--- src/design/assert_macros.svh ---
// Assertion macros shared by the wu line rasterizer RTL.
// Expects signals named clk and rst_n in the including module.
`ifndef ASSERT_MACROS_SVH
`define ASSERT_MACROS_SVH

// Same-cycle implication, off while in reset.
`define WU_ASSERT_IMP(name, ante, cons, msg) \
    name: assert property (@(posedge clk) disable iff (!rst_n) (ante) |-> (cons)) \
        else $error(msg);

// Next-cycle implication, off while in reset.
`define WU_ASSERT_NXT(name, ante, cons, msg) \
    name: assert property (@(posedge clk) disable iff (!rst_n) (ante) |=> (cons)) \
        else $error(msg);

`endif

--- src/design/wu_line_pkg.sv ---
// Package for the wu antialiased line rasterizer: widths, codes, types, helpers.
// No dependencies; every other design file but assert_macros.svh imports it.
`timescale 1ns / 1ps
`default_nettype none

package wu_line_pkg;

    localparam int COORD_BITS = 13;
    localparam int FRAC_BITS  = 16;
    localparam int ALPHA_BITS = 8;

    localparam int PIX_BITS     = COORD_BITS - 1;          // output column/row
    localparam int CW           = COORD_BITS + 2;          // internal signed coordinate
    localparam int MAG_BITS     = COORD_BITS + 1;          // |dx|, |dy|
    localparam int QUO_BITS     = FRAC_BITS + 1;           // |slope| up to 1.0
    localparam int SLOPE_BITS   = FRAC_BITS + 2;
    localparam int POS_BITS     = COORD_BITS + FRAC_BITS + 1;
    localparam int Q_BITS       = FRAC_BITS + 1;           // coverage fraction 0..1.0
    localparam int DIV_CNT_BITS = $clog2(QUO_BITS);

    localparam int ALPHA_SHR = (FRAC_BITS >= ALPHA_BITS) ? FRAC_BITS - ALPHA_BITS : 0;
    localparam int ALPHA_SHL = (ALPHA_BITS > FRAC_BITS) ? ALPHA_BITS - FRAC_BITS : 0;
    localparam int A_WIDE    = Q_BITS + ALPHA_SHL;

    localparam logic [Q_BITS-1:0]     Q_ONE     = Q_BITS'(1) << FRAC_BITS;
    localparam logic [Q_BITS-1:0]     Q_HALF    = Q_BITS'(1) << (FRAC_BITS - 1);
    localparam logic [ALPHA_BITS-1:0] ALPHA_MAX = '1;

    localparam logic [COORD_BITS-1:0] SCREEN_CAP        = COORD_BITS'(1) << (COORD_BITS - 1);
    localparam logic [COORD_BITS-1:0] SCREEN_WIDTH_RST  = COORD_BITS'(640);
    localparam logic [COORD_BITS-1:0] SCREEN_HEIGHT_RST = COORD_BITS'(480);

    // configuration register indexes
    localparam int CFG_IDX_BITS = 1;
    localparam logic [CFG_IDX_BITS-1:0] REG_SCREEN_WIDTH  = CFG_IDX_BITS'(0);
    localparam logic [CFG_IDX_BITS-1:0] REG_SCREEN_HEIGHT = CFG_IDX_BITS'(1);

    // operation codes
    localparam logic OP_START = 1'b0;
    localparam logic OP_STEP  = 1'b1;

    typedef struct packed {
        logic                start;
        logic [MAG_BITS-1:0] num;
        logic [MAG_BITS-1:0] den;
    } div_req_t;

    typedef struct packed {
        logic                done;
        logic [QUO_BITS-1:0] quo;
    } div_rsp_t;

    typedef struct packed {
        logic                 valid;
        logic                 steep;
        logic signed [CW-1:0] major;
        logic signed [CW-1:0] minor;
        logic [Q_BITS-1:0]    frac_q;
        logic                 last;
    } pix_cand_t;

    // Scale a fraction of one to alpha, truncating, saturated at full.
    function automatic logic [ALPHA_BITS-1:0] to_alpha(input logic [Q_BITS-1:0] q);
        logic [A_WIDE-1:0] w;
        w = A_WIDE'(q) << ALPHA_SHL;
        w = w >> ALPHA_SHR;
        if (w > A_WIDE'(ALPHA_MAX))
            return ALPHA_MAX;
        return w[ALPHA_BITS-1:0];
    endfunction

endpackage

`default_nettype wire

--- src/design/wu_line_if.sv ---
// Handshake interfaces of the wu line rasterizer: line items, pixels, config writes.
// Depends on wu_line_pkg.
`timescale 1ns / 1ps
`default_nettype none

interface wu_in_if import wu_line_pkg::*; ();
    logic                         valid;
    logic                         ready;
    logic                         operation;
    logic signed [COORD_BITS-1:0] start_x;
    logic signed [COORD_BITS-1:0] start_y;
    logic signed [COORD_BITS-1:0] end_x;
    logic signed [COORD_BITS-1:0] end_y;

    modport source (output valid, operation, start_x, start_y, end_x, end_y, input ready);
    modport sink   (input valid, operation, start_x, start_y, end_x, end_y, output ready);
endinterface

interface wu_pix_if import wu_line_pkg::*; ();
    logic                  valid;
    logic                  ready;
    logic [PIX_BITS-1:0]   pixel_x;
    logic [PIX_BITS-1:0]   pixel_y;
    logic [ALPHA_BITS-1:0] coverage;
    logic                  last;

    modport source (output valid, pixel_x, pixel_y, coverage, last, input ready);
    modport sink   (input valid, pixel_x, pixel_y, coverage, last, output ready);
endinterface

interface wu_cfg_if import wu_line_pkg::*; ();
    logic                    valid;
    logic                    ready;
    logic [CFG_IDX_BITS-1:0] index;
    logic [COORD_BITS-1:0]   data;

    modport source (output valid, index, data, input ready);
    modport sink   (input valid, index, data, output ready);
endinterface

`default_nettype wire

--- src/design/wu_antialiased_line_raster_top.sv ---
// Top level of the wu antialiased line rasterizer: sequencer and line state.
// Depends on wu_line_pkg, wu_line_if, wu_line_div, wu_line_pix_out, assert_macros.svh.
//
//  port       dir   payload                                  moves
//  ---------  ----  ---------------------------------------  ---------------------------
//  line_in    sink  operation, start_x, start_y, end_x, end_y one start or step command
//  pixel_out  src   pixel_x, pixel_y, coverage, last         one covered pixel
//  cfg        sink  index, data                              one screen register write
//
// A start transaction is accepted in idle, orients the endpoints (S_ORIENT, S_PREP),
// waits on the divider (one quotient bit per cycle into a 17-bit quotient, plus its
// result register; skipped when both endpoints coincide), seeds in S_SEED and emits
// its four endpoint pixels, one per cycle taken by the output register while
// pixel_out is ready. A step transaction is accepted and emits its pixel pair. line_in
// is ready only in idle; a stalled pixel_out holds the sequencer in its emit state.
// Reset is asynchronous; it clears control state and loads 640 x 480. cfg never stalls.
`timescale 1ns / 1ps
`default_nettype none
`include "assert_macros.svh"

module wu_antialiased_line_raster_top
    import wu_line_pkg::*;
(
    input  wire logic clk,
    input  wire logic rst_n,
    wu_in_if.sink     line_in,
    wu_pix_if.source  pixel_out,
    wu_cfg_if.sink    cfg
);

    // sequencer states
    localparam logic [2:0] S_IDLE   = 3'd0;
    localparam logic [2:0] S_ORIENT = 3'd1;
    localparam logic [2:0] S_PREP   = 3'd2;
    localparam logic [2:0] S_DIV    = 3'd3;
    localparam logic [2:0] S_SEED   = 3'd4;
    localparam logic [2:0] S_EMIT   = 3'd5;

    localparam logic signed [SLOPE_BITS-1:0] SLOPE_ONE = SLOPE_BITS'(Q_ONE);

    // control state
    logic [2:0]            state_reg, state_next;
    logic                  kind_reg, kind_next;     // OP_START or OP_STEP being emitted
    logic [1:0]            idx_reg, idx_next;       // pixel within the transaction
    logic                  active_reg, active_next;
    logic                  steep_reg, steep_next;
    logic [COORD_BITS-1:0] width_reg, width_next;
    logic [COORD_BITS-1:0] height_reg, height_next;

    // datapath state: endpoints hold raw coordinates until oriented, then
    // major (x) / minor (y) coordinates ordered along the major axis
    logic signed [COORD_BITS-1:0] p1x_reg, p1x_next;
    logic signed [COORD_BITS-1:0] p1y_reg, p1y_next;
    logic signed [COORD_BITS-1:0] p2x_reg, p2x_next;
    logic signed [COORD_BITS-1:0] p2y_reg, p2y_next;
    logic signed [COORD_BITS:0]   cur_reg, cur_next;
    logic signed [COORD_BITS-1:0] stop_reg, stop_next;
    logic signed [POS_BITS-1:0]   pos_reg, pos_next;
    logic signed [SLOPE_BITS-1:0] slope_reg, slope_next;
    logic                         dy_neg_reg, dy_neg_next;

    // orientation
    logic signed [COORD_BITS:0]   dxr, dyr;
    logic [MAG_BITS-1:0]          adx, ady;
    logic                         steep_c, swap_c;
    logic signed [COORD_BITS-1:0] a1, b1, a2, b2;

    // setup
    logic [MAG_BITS-1:0]        dx_mag, dy_mag;
    logic signed [COORD_BITS:0] dy_s;

    // emission
    logic signed [CW-1:0]   fl, minor_base, cur_inc;
    logic [FRAC_BITS-1:0]   frac;
    logic                   step_fin, start_fin, last_idx;

    logic      in_hs;
    div_req_t  div_req;
    div_rsp_t  div_rsp;
    pix_cand_t cand;
    logic      take;
    logic [COORD_BITS-1:0] width_cap, height_cap;

    assign line_in.ready = (state_reg == S_IDLE);
    assign in_hs         = line_in.valid && line_in.ready;
    assign cfg.ready     = 1'b1;

    // clip bounds never exceed what the output fields can address
    assign width_cap  = (width_reg  > SCREEN_CAP) ? SCREEN_CAP : width_reg;
    assign height_cap = (height_reg > SCREEN_CAP) ? SCREEN_CAP : height_reg;

    // steep test on raw endpoints, axis swap, then order by major axis
    assign dxr     = p2x_reg - p1x_reg;
    assign dyr     = p2y_reg - p1y_reg;
    assign adx     = dxr[COORD_BITS] ? MAG_BITS'(-dxr) : MAG_BITS'(dxr);
    assign ady     = dyr[COORD_BITS] ? MAG_BITS'(-dyr) : MAG_BITS'(dyr);
    assign steep_c = ady > adx;
    assign a1      = steep_c ? p1y_reg : p1x_reg;
    assign b1      = steep_c ? p1x_reg : p1y_reg;
    assign a2      = steep_c ? p2y_reg : p2x_reg;
    assign b2      = steep_c ? p2x_reg : p2y_reg;
    assign swap_c  = a1 > a2;

    // oriented deltas: dx >= 0 and |dy| <= dx, so the quotient stays within 1.0
    assign dx_mag = MAG_BITS'(dxr);
    assign dy_s   = dyr;
    assign dy_mag = dy_s[COORD_BITS] ? MAG_BITS'(-dy_s) : MAG_BITS'(dy_s);

    assign div_req.start = (state_reg == S_PREP) && (dx_mag != '0);
    assign div_req.num   = dy_mag;
    assign div_req.den   = dx_mag;

    wu_line_div u_div (
        .clk   (clk),
        .rst_n (rst_n),
        .req   (div_req),
        .rsp   (div_rsp)
    );

    // intery split: floor toward minus infinity and the fraction left over
    assign fl        = CW'(pos_reg >>> FRAC_BITS);
    assign frac      = pos_reg[FRAC_BITS-1:0];
    assign cur_inc   = CW'(cur_reg) + CW'(1);
    assign step_fin  = cur_inc >= CW'(stop_reg);
    assign start_fin = !(cur_reg < stop_reg);
    assign last_idx  = (kind_reg == OP_STEP) ? (idx_reg == 2'd1) : (idx_reg == 2'd3);

    assign minor_base = (kind_reg == OP_STEP) ? fl
                      : (idx_reg[1] ? CW'(p2y_reg) : CW'(p1y_reg));

    always_comb
    begin
        cand.valid = (state_reg == S_EMIT);
        cand.steep = steep_reg;
        if (kind_reg == OP_STEP)
        begin
            cand.major  = CW'(cur_reg);
            cand.frac_q = idx_reg[0] ? {1'b0, frac} : (Q_ONE - {1'b0, frac});
            cand.last   = step_fin;
        end
        else
        begin
            cand.major  = idx_reg[1] ? CW'(p2x_reg) : CW'(p1x_reg);
            cand.frac_q = idx_reg[0] ? '0 : Q_HALF;
            cand.last   = idx_reg[1] && start_fin;
        end
        // second pixel of each pair sits one row/column further on the minor axis
        cand.minor = minor_base + (idx_reg[0] ? CW'(1) : CW'(0));
    end

    wu_line_pix_out u_pix_out (
        .clk        (clk),
        .rst_n      (rst_n),
        .cand       (cand),
        .width_cap  (width_cap),
        .height_cap (height_cap),
        .take       (take),
        .pixel_out  (pixel_out)
    );

    // sequencer
    always_comb
    begin
        state_next  = state_reg;
        kind_next   = kind_reg;
        idx_next    = idx_reg;
        active_next = active_reg;
        steep_next  = steep_reg;
        width_next  = width_reg;
        height_next = height_reg;
        p1x_next    = p1x_reg;
        p1y_next    = p1y_reg;
        p2x_next    = p2x_reg;
        p2y_next    = p2y_reg;
        cur_next    = cur_reg;
        stop_next   = stop_reg;
        pos_next    = pos_reg;
        slope_next  = slope_reg;
        dy_neg_next = dy_neg_reg;

        if (cfg.valid)
        begin
            unique case (cfg.index)
                REG_SCREEN_WIDTH:  width_next  = cfg.data;
                REG_SCREEN_HEIGHT: height_next = cfg.data;
                default:           width_next  = width_reg;
            endcase
        end

        unique case (state_reg)
            S_IDLE:
            begin
                if (in_hs)
                begin
                    if (line_in.operation == OP_START)
                    begin
                        p1x_next   = line_in.start_x;
                        p1y_next   = line_in.start_y;
                        p2x_next   = line_in.end_x;
                        p2y_next   = line_in.end_y;
                        state_next = S_ORIENT;
                    end
                    else if (active_reg)
                    begin
                        // step on an idle line is dropped silently
                        kind_next  = OP_STEP;
                        idx_next   = 2'd0;
                        state_next = S_EMIT;
                    end
                end
            end
            S_ORIENT:
            begin
                steep_next = steep_c;
                p1x_next   = swap_c ? a2 : a1;
                p1y_next   = swap_c ? b2 : b1;
                p2x_next   = swap_c ? a1 : a2;
                p2y_next   = swap_c ? b1 : b2;
                state_next = S_PREP;
            end
            S_PREP:
            begin
                cur_next    = (COORD_BITS+1)'(p1x_reg) + (COORD_BITS+1)'(1);
                stop_next   = p2x_reg;
                dy_neg_next = dy_s[COORD_BITS];
                if (dx_mag == '0)
                begin
                    // coincident endpoints: slope taken as 1.0
                    slope_next = SLOPE_ONE;
                    state_next = S_SEED;
                end
                else
                begin
                    state_next = S_DIV;
                end
            end
            S_DIV:
            begin
                if (div_rsp.done)
                begin
                    slope_next = dy_neg_reg ? -SLOPE_BITS'(div_rsp.quo)
                                            : SLOPE_BITS'(div_rsp.quo);
                    state_next = S_SEED;
                end
            end
            S_SEED:
            begin
                pos_next   = (POS_BITS'(p1y_reg) <<< FRAC_BITS) + POS_BITS'(slope_reg);
                kind_next  = OP_START;
                idx_next   = 2'd0;
                state_next = S_EMIT;
            end
            S_EMIT:
            begin
                if (take)
                begin
                    if (last_idx)
                    begin
                        state_next = S_IDLE;
                        if (kind_reg == OP_STEP)
                        begin
                            cur_next    = cur_reg + (COORD_BITS+1)'(1);
                            pos_next    = pos_reg + POS_BITS'(slope_reg);
                            active_next = !step_fin;
                        end
                        else
                        begin
                            active_next = !start_fin;
                        end
                    end
                    else
                    begin
                        idx_next = idx_reg + 2'd1;
                    end
                end
            end
            default:
            begin
                state_next = S_IDLE;
            end
        endcase
    end

    always_ff @(posedge clk or negedge rst_n)
    begin
        if (!rst_n)
        begin
            state_reg  <= S_IDLE;
            kind_reg   <= OP_START;
            idx_reg    <= 2'd0;
            active_reg <= 1'b0;
            steep_reg  <= 1'b0;
            width_reg  <= SCREEN_WIDTH_RST;
            height_reg <= SCREEN_HEIGHT_RST;
        end
        else
        begin
            state_reg  <= state_next;
            kind_reg   <= kind_next;
            idx_reg    <= idx_next;
            active_reg <= active_next;
            steep_reg  <= steep_next;
            width_reg  <= width_next;
            height_reg <= height_next;
        end
    end

    always_ff @(posedge clk)
    begin
        p1x_reg    <= p1x_next;
        p1y_reg    <= p1y_next;
        p2x_reg    <= p2x_next;
        p2y_reg    <= p2y_next;
        cur_reg    <= cur_next;
        stop_reg   <= stop_next;
        pos_reg    <= pos_next;
        slope_reg  <= slope_next;
        dy_neg_reg <= dy_neg_next;
    end

    `WU_ASSERT_IMP(a_div_done_waited, div_rsp.done, state_reg == S_DIV, "divider result arrived outside the divide wait")
    `WU_ASSERT_IMP(a_step_two_pixels, (state_reg == S_EMIT) && (kind_reg == OP_STEP), !idx_reg[1], "step transaction ran past its pixel pair")
    `WU_ASSERT_IMP(a_slope_in_range, state_reg == S_SEED, (slope_reg <= SLOPE_ONE) && (slope_reg >= -SLOPE_ONE), "slope magnitude above one")
    `WU_ASSERT_IMP(a_line_ends_idle, $fell(active_reg), state_reg == S_IDLE, "line closed outside idle")
    `WU_ASSERT_NXT(a_start_orients, in_hs && (line_in.operation == OP_START), state_reg == S_ORIENT, "start transaction did not enter orientation")

endmodule

`default_nettype wire

--- src/design/wu_line_div.sv ---
// Iterative restoring divider: |dy| * 2^FRAC_BITS / dx, one quotient bit per cycle.
// Depends on wu_line_pkg. Requires num <= den and den != 0.
`timescale 1ns / 1ps
`default_nettype none

module wu_line_div
    import wu_line_pkg::*;
(
    input  wire logic     clk,
    input  wire logic     rst_n,
    input  wire div_req_t req,
    output div_rsp_t      rsp
);

    logic                    busy_reg, busy_next;
    logic                    done_reg, done_next;
    logic [DIV_CNT_BITS-1:0] cnt_reg, cnt_next;
    logic [MAG_BITS:0]       rem_reg, rem_next;
    logic [QUO_BITS-1:0]     quo_reg, quo_next;
    logic [MAG_BITS-1:0]     den_reg, den_next;

    logic [MAG_BITS:0] trial;
    logic              ge;

    // first bit weighs 1.0 and takes no shift
    assign trial = (cnt_reg == '0) ? rem_reg : (rem_reg << 1);
    assign ge    = trial >= {1'b0, den_reg};

    always_comb
    begin
        busy_next = busy_reg;
        done_next = 1'b0;
        cnt_next  = cnt_reg;
        rem_next  = rem_reg;
        quo_next  = quo_reg;
        den_next  = den_reg;
        if (req.start)
        begin
            busy_next = 1'b1;
            cnt_next  = '0;
            rem_next  = {1'b0, req.num};
            quo_next  = '0;
            den_next  = req.den;
        end
        else if (busy_reg)
        begin
            rem_next = ge ? (trial - {1'b0, den_reg}) : trial;
            quo_next = {quo_reg[QUO_BITS-2:0], ge};
            if (cnt_reg == DIV_CNT_BITS'(QUO_BITS - 1))
            begin
                busy_next = 1'b0;
                done_next = 1'b1;
            end
            else
            begin
                cnt_next = cnt_reg + 1'b1;
            end
        end
    end

    always_ff @(posedge clk or negedge rst_n)
    begin
        if (!rst_n)
        begin
            busy_reg <= 1'b0;
            done_reg <= 1'b0;
            cnt_reg  <= '0;
        end
        else
        begin
            busy_reg <= busy_next;
            done_reg <= done_next;
            cnt_reg  <= cnt_next;
        end
    end

    always_ff @(posedge clk)
    begin
        rem_reg <= rem_next;
        quo_reg <= quo_next;
        den_reg <= den_next;
    end

    assign rsp.done = done_reg;
    assign rsp.quo  = quo_reg;

endmodule

`default_nettype wire

--- src/design/wu_line_pix_out.sv ---
// Pixel output stage: axis swap back, screen clip, alpha scaling, output register.
// Depends on wu_line_pkg and wu_line_if.
`timescale 1ns / 1ps
`default_nettype none

module wu_line_pix_out
    import wu_line_pkg::*;
(
    input  wire logic                  clk,
    input  wire logic                  rst_n,
    input  wire pix_cand_t             cand,
    input  wire logic [COORD_BITS-1:0] width_cap,
    input  wire logic [COORD_BITS-1:0] height_cap,
    output logic                       take,
    wu_pix_if.source                   pixel_out
);

    logic                  valid_reg, valid_next;
    logic [PIX_BITS-1:0]   px_reg, py_reg;
    logic [ALPHA_BITS-1:0] cov_reg;
    logic                  last_reg;

    logic signed [CW-1:0] sx, sy;
    logic                 on_screen;
    logic                 load;

    assign sx = cand.steep ? cand.minor : cand.major;
    assign sy = cand.steep ? cand.major : cand.minor;

    assign on_screen = !sx[CW-1] && !sy[CW-1]
                    && (sx[CW-2:0] < (CW-1)'(width_cap))
                    && (sy[CW-2:0] < (CW-1)'(height_cap));

    assign take = !valid_reg || pixel_out.ready;
    assign load = take && cand.valid && on_screen;

    always_comb
    begin
        valid_next = valid_reg;
        if (take)
            valid_next = cand.valid && on_screen;
    end

    always_ff @(posedge clk or negedge rst_n)
    begin
        if (!rst_n)
            valid_reg <= 1'b0;
        else
            valid_reg <= valid_next;
    end

    always_ff @(posedge clk)
    begin
        if (load)
        begin
            px_reg   <= sx[PIX_BITS-1:0];
            py_reg   <= sy[PIX_BITS-1:0];
            cov_reg  <= to_alpha(cand.frac_q);
            last_reg <= cand.last;
        end
    end

    assign pixel_out.valid    = valid_reg;
    assign pixel_out.pixel_x  = px_reg;
    assign pixel_out.pixel_y  = py_reg;
    assign pixel_out.coverage = cov_reg;
    assign pixel_out.last     = last_reg;

endmodule

`default_nettype wire

--- src/flat_wrapper.sv ---
// flat-port wrapper written by rule: the top's interface ports become plain ports
module wu_antialiased_line_raster_top_flat import wu_line_pkg::*;
  (clk, rst_n, line_in_valid, line_in_operation, line_in_start_x, line_in_start_y, line_in_end_x, line_in_end_y, line_in_ready, pixel_out_valid, pixel_out_pixel_x, pixel_out_pixel_y, pixel_out_coverage, pixel_out_last, pixel_out_ready, cfg_valid, cfg_index, cfg_data, cfg_ready);
  wu_in_if line_in_i ();
  wu_pix_if pixel_out_i ();
  wu_cfg_if cfg_i ();
  input  wire logic clk;
  input  wire logic rst_n;
  input wire logic [$bits(line_in_i.valid)-1:0] line_in_valid;
  input wire logic [$bits(line_in_i.operation)-1:0] line_in_operation;
  input wire logic [$bits(line_in_i.start_x)-1:0] line_in_start_x;
  input wire logic [$bits(line_in_i.start_y)-1:0] line_in_start_y;
  input wire logic [$bits(line_in_i.end_x)-1:0] line_in_end_x;
  input wire logic [$bits(line_in_i.end_y)-1:0] line_in_end_y;
  output wire logic [$bits(line_in_i.ready)-1:0] line_in_ready;
  output wire logic [$bits(pixel_out_i.valid)-1:0] pixel_out_valid;
  output wire logic [$bits(pixel_out_i.pixel_x)-1:0] pixel_out_pixel_x;
  output wire logic [$bits(pixel_out_i.pixel_y)-1:0] pixel_out_pixel_y;
  output wire logic [$bits(pixel_out_i.coverage)-1:0] pixel_out_coverage;
  output wire logic [$bits(pixel_out_i.last)-1:0] pixel_out_last;
  input wire logic [$bits(pixel_out_i.ready)-1:0] pixel_out_ready;
  input wire logic [$bits(cfg_i.valid)-1:0] cfg_valid;
  input wire logic [$bits(cfg_i.index)-1:0] cfg_index;
  input wire logic [$bits(cfg_i.data)-1:0] cfg_data;
  output wire logic [$bits(cfg_i.ready)-1:0] cfg_ready;
  assign line_in_i.valid = line_in_valid;
  assign line_in_i.operation = line_in_operation;
  assign line_in_i.start_x = line_in_start_x;
  assign line_in_i.start_y = line_in_start_y;
  assign line_in_i.end_x = line_in_end_x;
  assign line_in_i.end_y = line_in_end_y;
  assign line_in_ready = line_in_i.ready;
  assign pixel_out_valid = pixel_out_i.valid;
  assign pixel_out_pixel_x = pixel_out_i.pixel_x;
  assign pixel_out_pixel_y = pixel_out_i.pixel_y;
  assign pixel_out_coverage = pixel_out_i.coverage;
  assign pixel_out_last = pixel_out_i.last;
  assign pixel_out_i.ready = pixel_out_ready;
  assign cfg_i.valid = cfg_valid;
  assign cfg_i.index = cfg_index;
  assign cfg_i.data = cfg_data;
  assign cfg_ready = cfg_i.ready;
  wu_antialiased_line_raster_top u_core (.clk(clk), .rst_n(rst_n), .line_in(line_in_i), .pixel_out(pixel_out_i), .cfg(cfg_i));
endmodule
--- config.mk ---
export PLATFORM = sky130hd
export DESIGN_NAME = wu_antialiased_line_raster_top_flat
export DESIGN_NICKNAME = d
export VERILOG_FILES = /design/src/design/wu_line_pkg.sv /design/src/design/wu_line_if.sv /design/src/design/wu_antialiased_line_raster_top.sv /design/src/design/wu_line_div.sv /design/src/design/wu_line_pix_out.sv /design/src/flat_wrapper.sv
export VERILOG_INCLUDE_DIRS = /design/src /design/src/design
export SDC_FILE = /design/constraint.sdc
export NUM_CORES = 1
export LEC_CHECK = 0
export BUFFER_PORTS_ARGS = -buffer_cell sky130_fd_sc_hd__buf_2
export CAP_MARGIN = 20
export CORE_ASPECT_RATIO = 0.7
export CORE_MARGIN = 5
export CORE_UTILIZATION = 29
export CTS_CLUSTER_DIAMETER = 150
export CTS_CLUSTER_SIZE = 30
export DETAILED_ROUTE_END_ITERATION = 10
export GPL_TIMING_DRIVEN = 0
export PLACE_DENSITY = 0.46
export SLEW_MARGIN = 5
export SYNTH_ARGS = -nofsm -noshare
export SYNTH_HDL_FRONTEND = slang
export SYNTH_HIERARCHICAL = 1
export SYNTH_SLANG_ARGS = --single-unit
--- constraint.sdc ---
create_clock -name clk -period 13.7 [get_ports clk]
set_input_delay 2.74 -clock clk [delete_from_list [all_inputs] [get_ports clk]]
set_output_delay 2.74 -clock clk [all_outputs]
set_load 0.03 [all_outputs]
; Yosys cells after proc, flatten, opt, wreduce, memory -nomap -nowiden
; Cells that the tools add are included.
[classes]
n_addsub = 15
n_lt_le_gt_ge = 10
eq_ne = 20
n_mux = 83
bitwise_logic = 1
n_reduce_logical = 37
[op_table]
columns = operator, count
row1 = 13-bit 2-to-1 mux, 18
row2 = 15-bit 2-to-1 mux, 8
row3 = 13-bit case mux with 2 select lines, 4
row4 = 14-bit 2-to-1 mux, 7
row5 = 30-bit 2-to-1 mux, 3
row6 = 18-bit 2-to-1 mux, 4
row7 = 30-bit case mux with 2 select lines, 1
row8 = 14-bit by 13-bit less-than comparator with 1-bit output, 3
row9 = 18-bit case mux with 2 select lines, 1
row10 = 29-bit by 18-bit adder with 30-bit output, 1
row11 = 30-bit by 18-bit adder with 30-bit output, 1
row12 = 14-bit negation, 2
row13 = 14-bit case mux with 2 select lines, 1
row14 = 13-bit by 13-bit subtractor with 14-bit output, 2
row15 = "13-bit > comparator, second input constant", 2
row16 = 3-bit 2-to-1 mux, 7
row17 = 17-bit negation with 18-bit output, 1
row18 = 3-bit case mux with 6 select lines, 1
row19 = 17-bit 2-to-1 mux, 1
row20 = "17-bit by 16-bit subtractor with 17-bit output, first input constant", 1
row21 = 16-bit 2-to-1 mux, 1
row22 = 8-bit 2-to-1 mux, 2
row23 = "14-bit by 2-bit adder with 15-bit output, second input constant", 1
row24 = 15-bit adder, 1
row25 = other kinds (39), 92
[word_totals]
ff_bits = 249
inputBits = 72
output_inout_bits = 36
word_cells = 194

; Logic depth before layout (Yosys ltp)
[depth]
depth_word = 11
depth_mapped = 33
mapped_depth_nobuf = 29

; By module
; Netlist, hierarchy kept.
[modules_own_cells]
columns = mod, instances, cells_each, area_each_um2, seq_area_each_um2
row1 = wu_antialiased_line_raster_top, 1, 1614, 14894.3, 4702.0
row2 = wu_line_div, 1, 311, 3234.4, 1376.3
row3 = wu_line_pix_out, 1, 164, 2054.5, 1016.0

; Worst setup path before layout
; No wires, ideal clock.
[synth_path]
kind = in2reg
start = input line_in_operation
end = register u_core.p1x_reg[0], enable pin
setup_ps = 526
arrival_time_ps = 6417
required_ps = 13174
setup_slack_ps = 6757
path_stages = 3
path_buffers = 0
path_cell_list = inv_1 -> a21oi_1 -> nor3_1
[synth_between]
elab_chain_len = 2
[synth_rtl]
columns = item, line_no
row1 = start: declaration, flat_wrapper.sv:10  ; input wire logic [$bits(line_in_i.operation)-1:0] line_in_operation;
row2 = 2-bit != test (no source line), -
row3 = 3-bit AND reduction (no source line), -
row4 = end signal: assignment, wu_antialiased_line_raster_top.sv:310  ; p1x_reg <= p1x_next;
row5 = end: declaration, wu_antialiased_line_raster_top.sv:52  ; logic signed [COORD_BITS-1:0] p1x_reg, p1x_next;
; Every way passes these cells.
; A chain may end at the register's enable or synchronous reset.

==> metrics <==
max FFs per register=30; IO Count=108; Filler cells=7,068; WS Path Type=reg2reg; Avg Synthesized Cell Area=9.71 sq um; port buffer count=106; Max-Cap Viols=0; Final Max Slew Viols=0; Hold Path End=u_core/height_reg[9]; Slowest-stage cell, CP=o311ai_1; fmax=approximately 110 MHz; Nets=between 2,000 and 2,500; DRT antenna net count=0; setup TNS=0 ns; initial drt markers=1,363; CTS tree=yes; Rows=80; Die H=~230 microns; DIE AREA=approximately 0.075 sq mm; crit path DAT=about 9 ns; setup bufs post-CTS=0; RSZ-0062 raised after global routing=false; worst r2r src=u_core/p2x_reg[0]; R2R Setup Slk=4.91 ns; CTS Hold Buffers Added=0; overall routing resource usage=17.2%; Hold Crit Depth=1; pin count of the biggest net entering global routing=43; Layout area overhead=11.1%; worst-path fanout max=10; DPL Wire Length=52,900 microns; TritonCTS Buffers=12; r2r worst-path depth=32; DRC=0; first-pass GRT wire length=roughly 99,000 microns; vias in the first global route=15,700; Fin. Hold Viols=0; CORE AREA=0.0684 sq mm; hold crit path type=reg2reg; nature of the critical path startpoint=flip-flop; post-CTS sizing=0; clock root buffer master=clkbuf_16; Synth Warn #=6; Critical Path Max Stage Delay=0.82 ns; Worst-path clk slew=0.14 ns; Worst-Margin Slew=1.11 ns; H-tree levels=1; Initial Utilization=29.3%; endpoint class of the critical path=flip-flop; syn nets=about 2,300; synthesized netlist cell count=2,065; Routed WL per cell=21.2 microns; Min-Delay Startpoint=u_core/height_reg[9]; CTS sink cnt=249; DRT Pass-1 Iters=5; Setup Skew=~0.046 ns; GR Overflow Total=0; status=finished, final reports clean; fin crit period=about 9 ns; Worst EP required=14.01 ns; die width=324 microns; Slew Limit Headroom=25.8%; initial antenna violation count=1; fin crit share=64.1%; mean number of vias per cell=5.22; wirelength, routed=66,000 microns; worst skew pair latency=~0.54 ns; routed via count=16,200; final setup fails=0; ratio of cells with drive above 1 in the final layout=between 10% and 20%; post-synthesis cell area=0.0201 sq mm; Reg-to-Reg End=u_core/p1y_reg[2]; RD Place Congestion=0.891; CTS Buffer Depth=3
==> worst max path at each step <==
stage | startpoint | endpoint | depth (start not counted) | slack (ns)
global route | u_core/p2x_reg[0] | u_core/p2x_reg[8] | 32 | 4.28
CTS | u_core/p1y_reg[0] | u_core/p2x_reg[2] | 32 | 4.98
finish | u_core/p2x_reg[0] | u_core/p1y_reg[2] | 32 | 4.91
global placement | line_in_operation | u_core/p2x_reg[10] | 4 | 4.30
floorplan | line_in_operation | u_core/p1x_reg[0] | 3 | 6.76
detailed placement | u_core/p1y_reg[0] | u_core/p2x_reg[2] | 32 | 5.09
==> stage by stage <==
| stage | utilization, % | std cells | cell area [sq um] | hold WS [ns] | setup WS [ns] |
|---|---|---|---|---|---|
| floorplan | - | 2065 | 20100 | 0.471 | 6.76 |
| global placement | 31.8 | 3073 | 21700 | 0.487 | 4.30 |
| detailed placement | 32.0 | 3083 | 21900 | 0.488 | 5.09 |
| CTS | 32.5 | 3103 | 22200 | 0.516 | 4.98 |
| global route | 32.6 | 3104 | 22300 | 0.525 | 4.28 |
| finish | 32.6 | 3105 | 22300 | 0.511 | 4.91 |
==> layer usage <==
metal	vias up	part of all wire (%)	global-route usage (%)	wire length, microns
li1	7810	-	-	-
met1	7902	53	27.6	34800
met2	451	40	24.4	26200
met3	47	6.4	2.98	4240
met4	2	1.2	2.08	794
met5	-	0.021	0	14
==> cell usage in the layout, fill, tap and decap left out, drive strengths merged, types with 34 or more instances in the layout <==
cell / instances
edfxtp: 189
ha: 172
nand2: 156
nor2: 154
mux2i: 152
buf: 149
inv: 141
mux2: 127
a21oi: 112
o21ai: 104
xnor2: 81
clkbuf: 68
xor2: 52
nand3: 44
nor2b: 42
dfrtp: 36
nor3: 36
a21o: 34
==> area by class of cell <==
type                            count  area, sq um  area share [%]
Antenna cell                        1         2.50          0.0112
Buffer                             82          387            1.74
Clock buffer                       18          344            1.55
Clock inverter                      2         25.0           0.112
Inverter                          141          529            2.38
Multi-Input combinational cell   1593        12100            54.2
Sequential cell                   249         7090            31.9
Tap cell                          902         1130            5.07
Timing Repair Buffer              117          682            3.06
==> worst max-delay path, delay by kind of cell, from the launching register on <==
family                   cells  cell delay, ns
XOR/XNOR                     1            0.09
multiplexers                 3            0.86
AO/OA/AOI/OAI               10            2.59
buffers and inverters        6            2.02
flip-flops                   1            0.60
adder cells (fa/ha/maj)      4            1.26
AND/OR/NAND/NOR              8            1.12
Power is not shown: default switching activity piles up to over one toggle a cycle in this logic, so the estimate is an artifact.
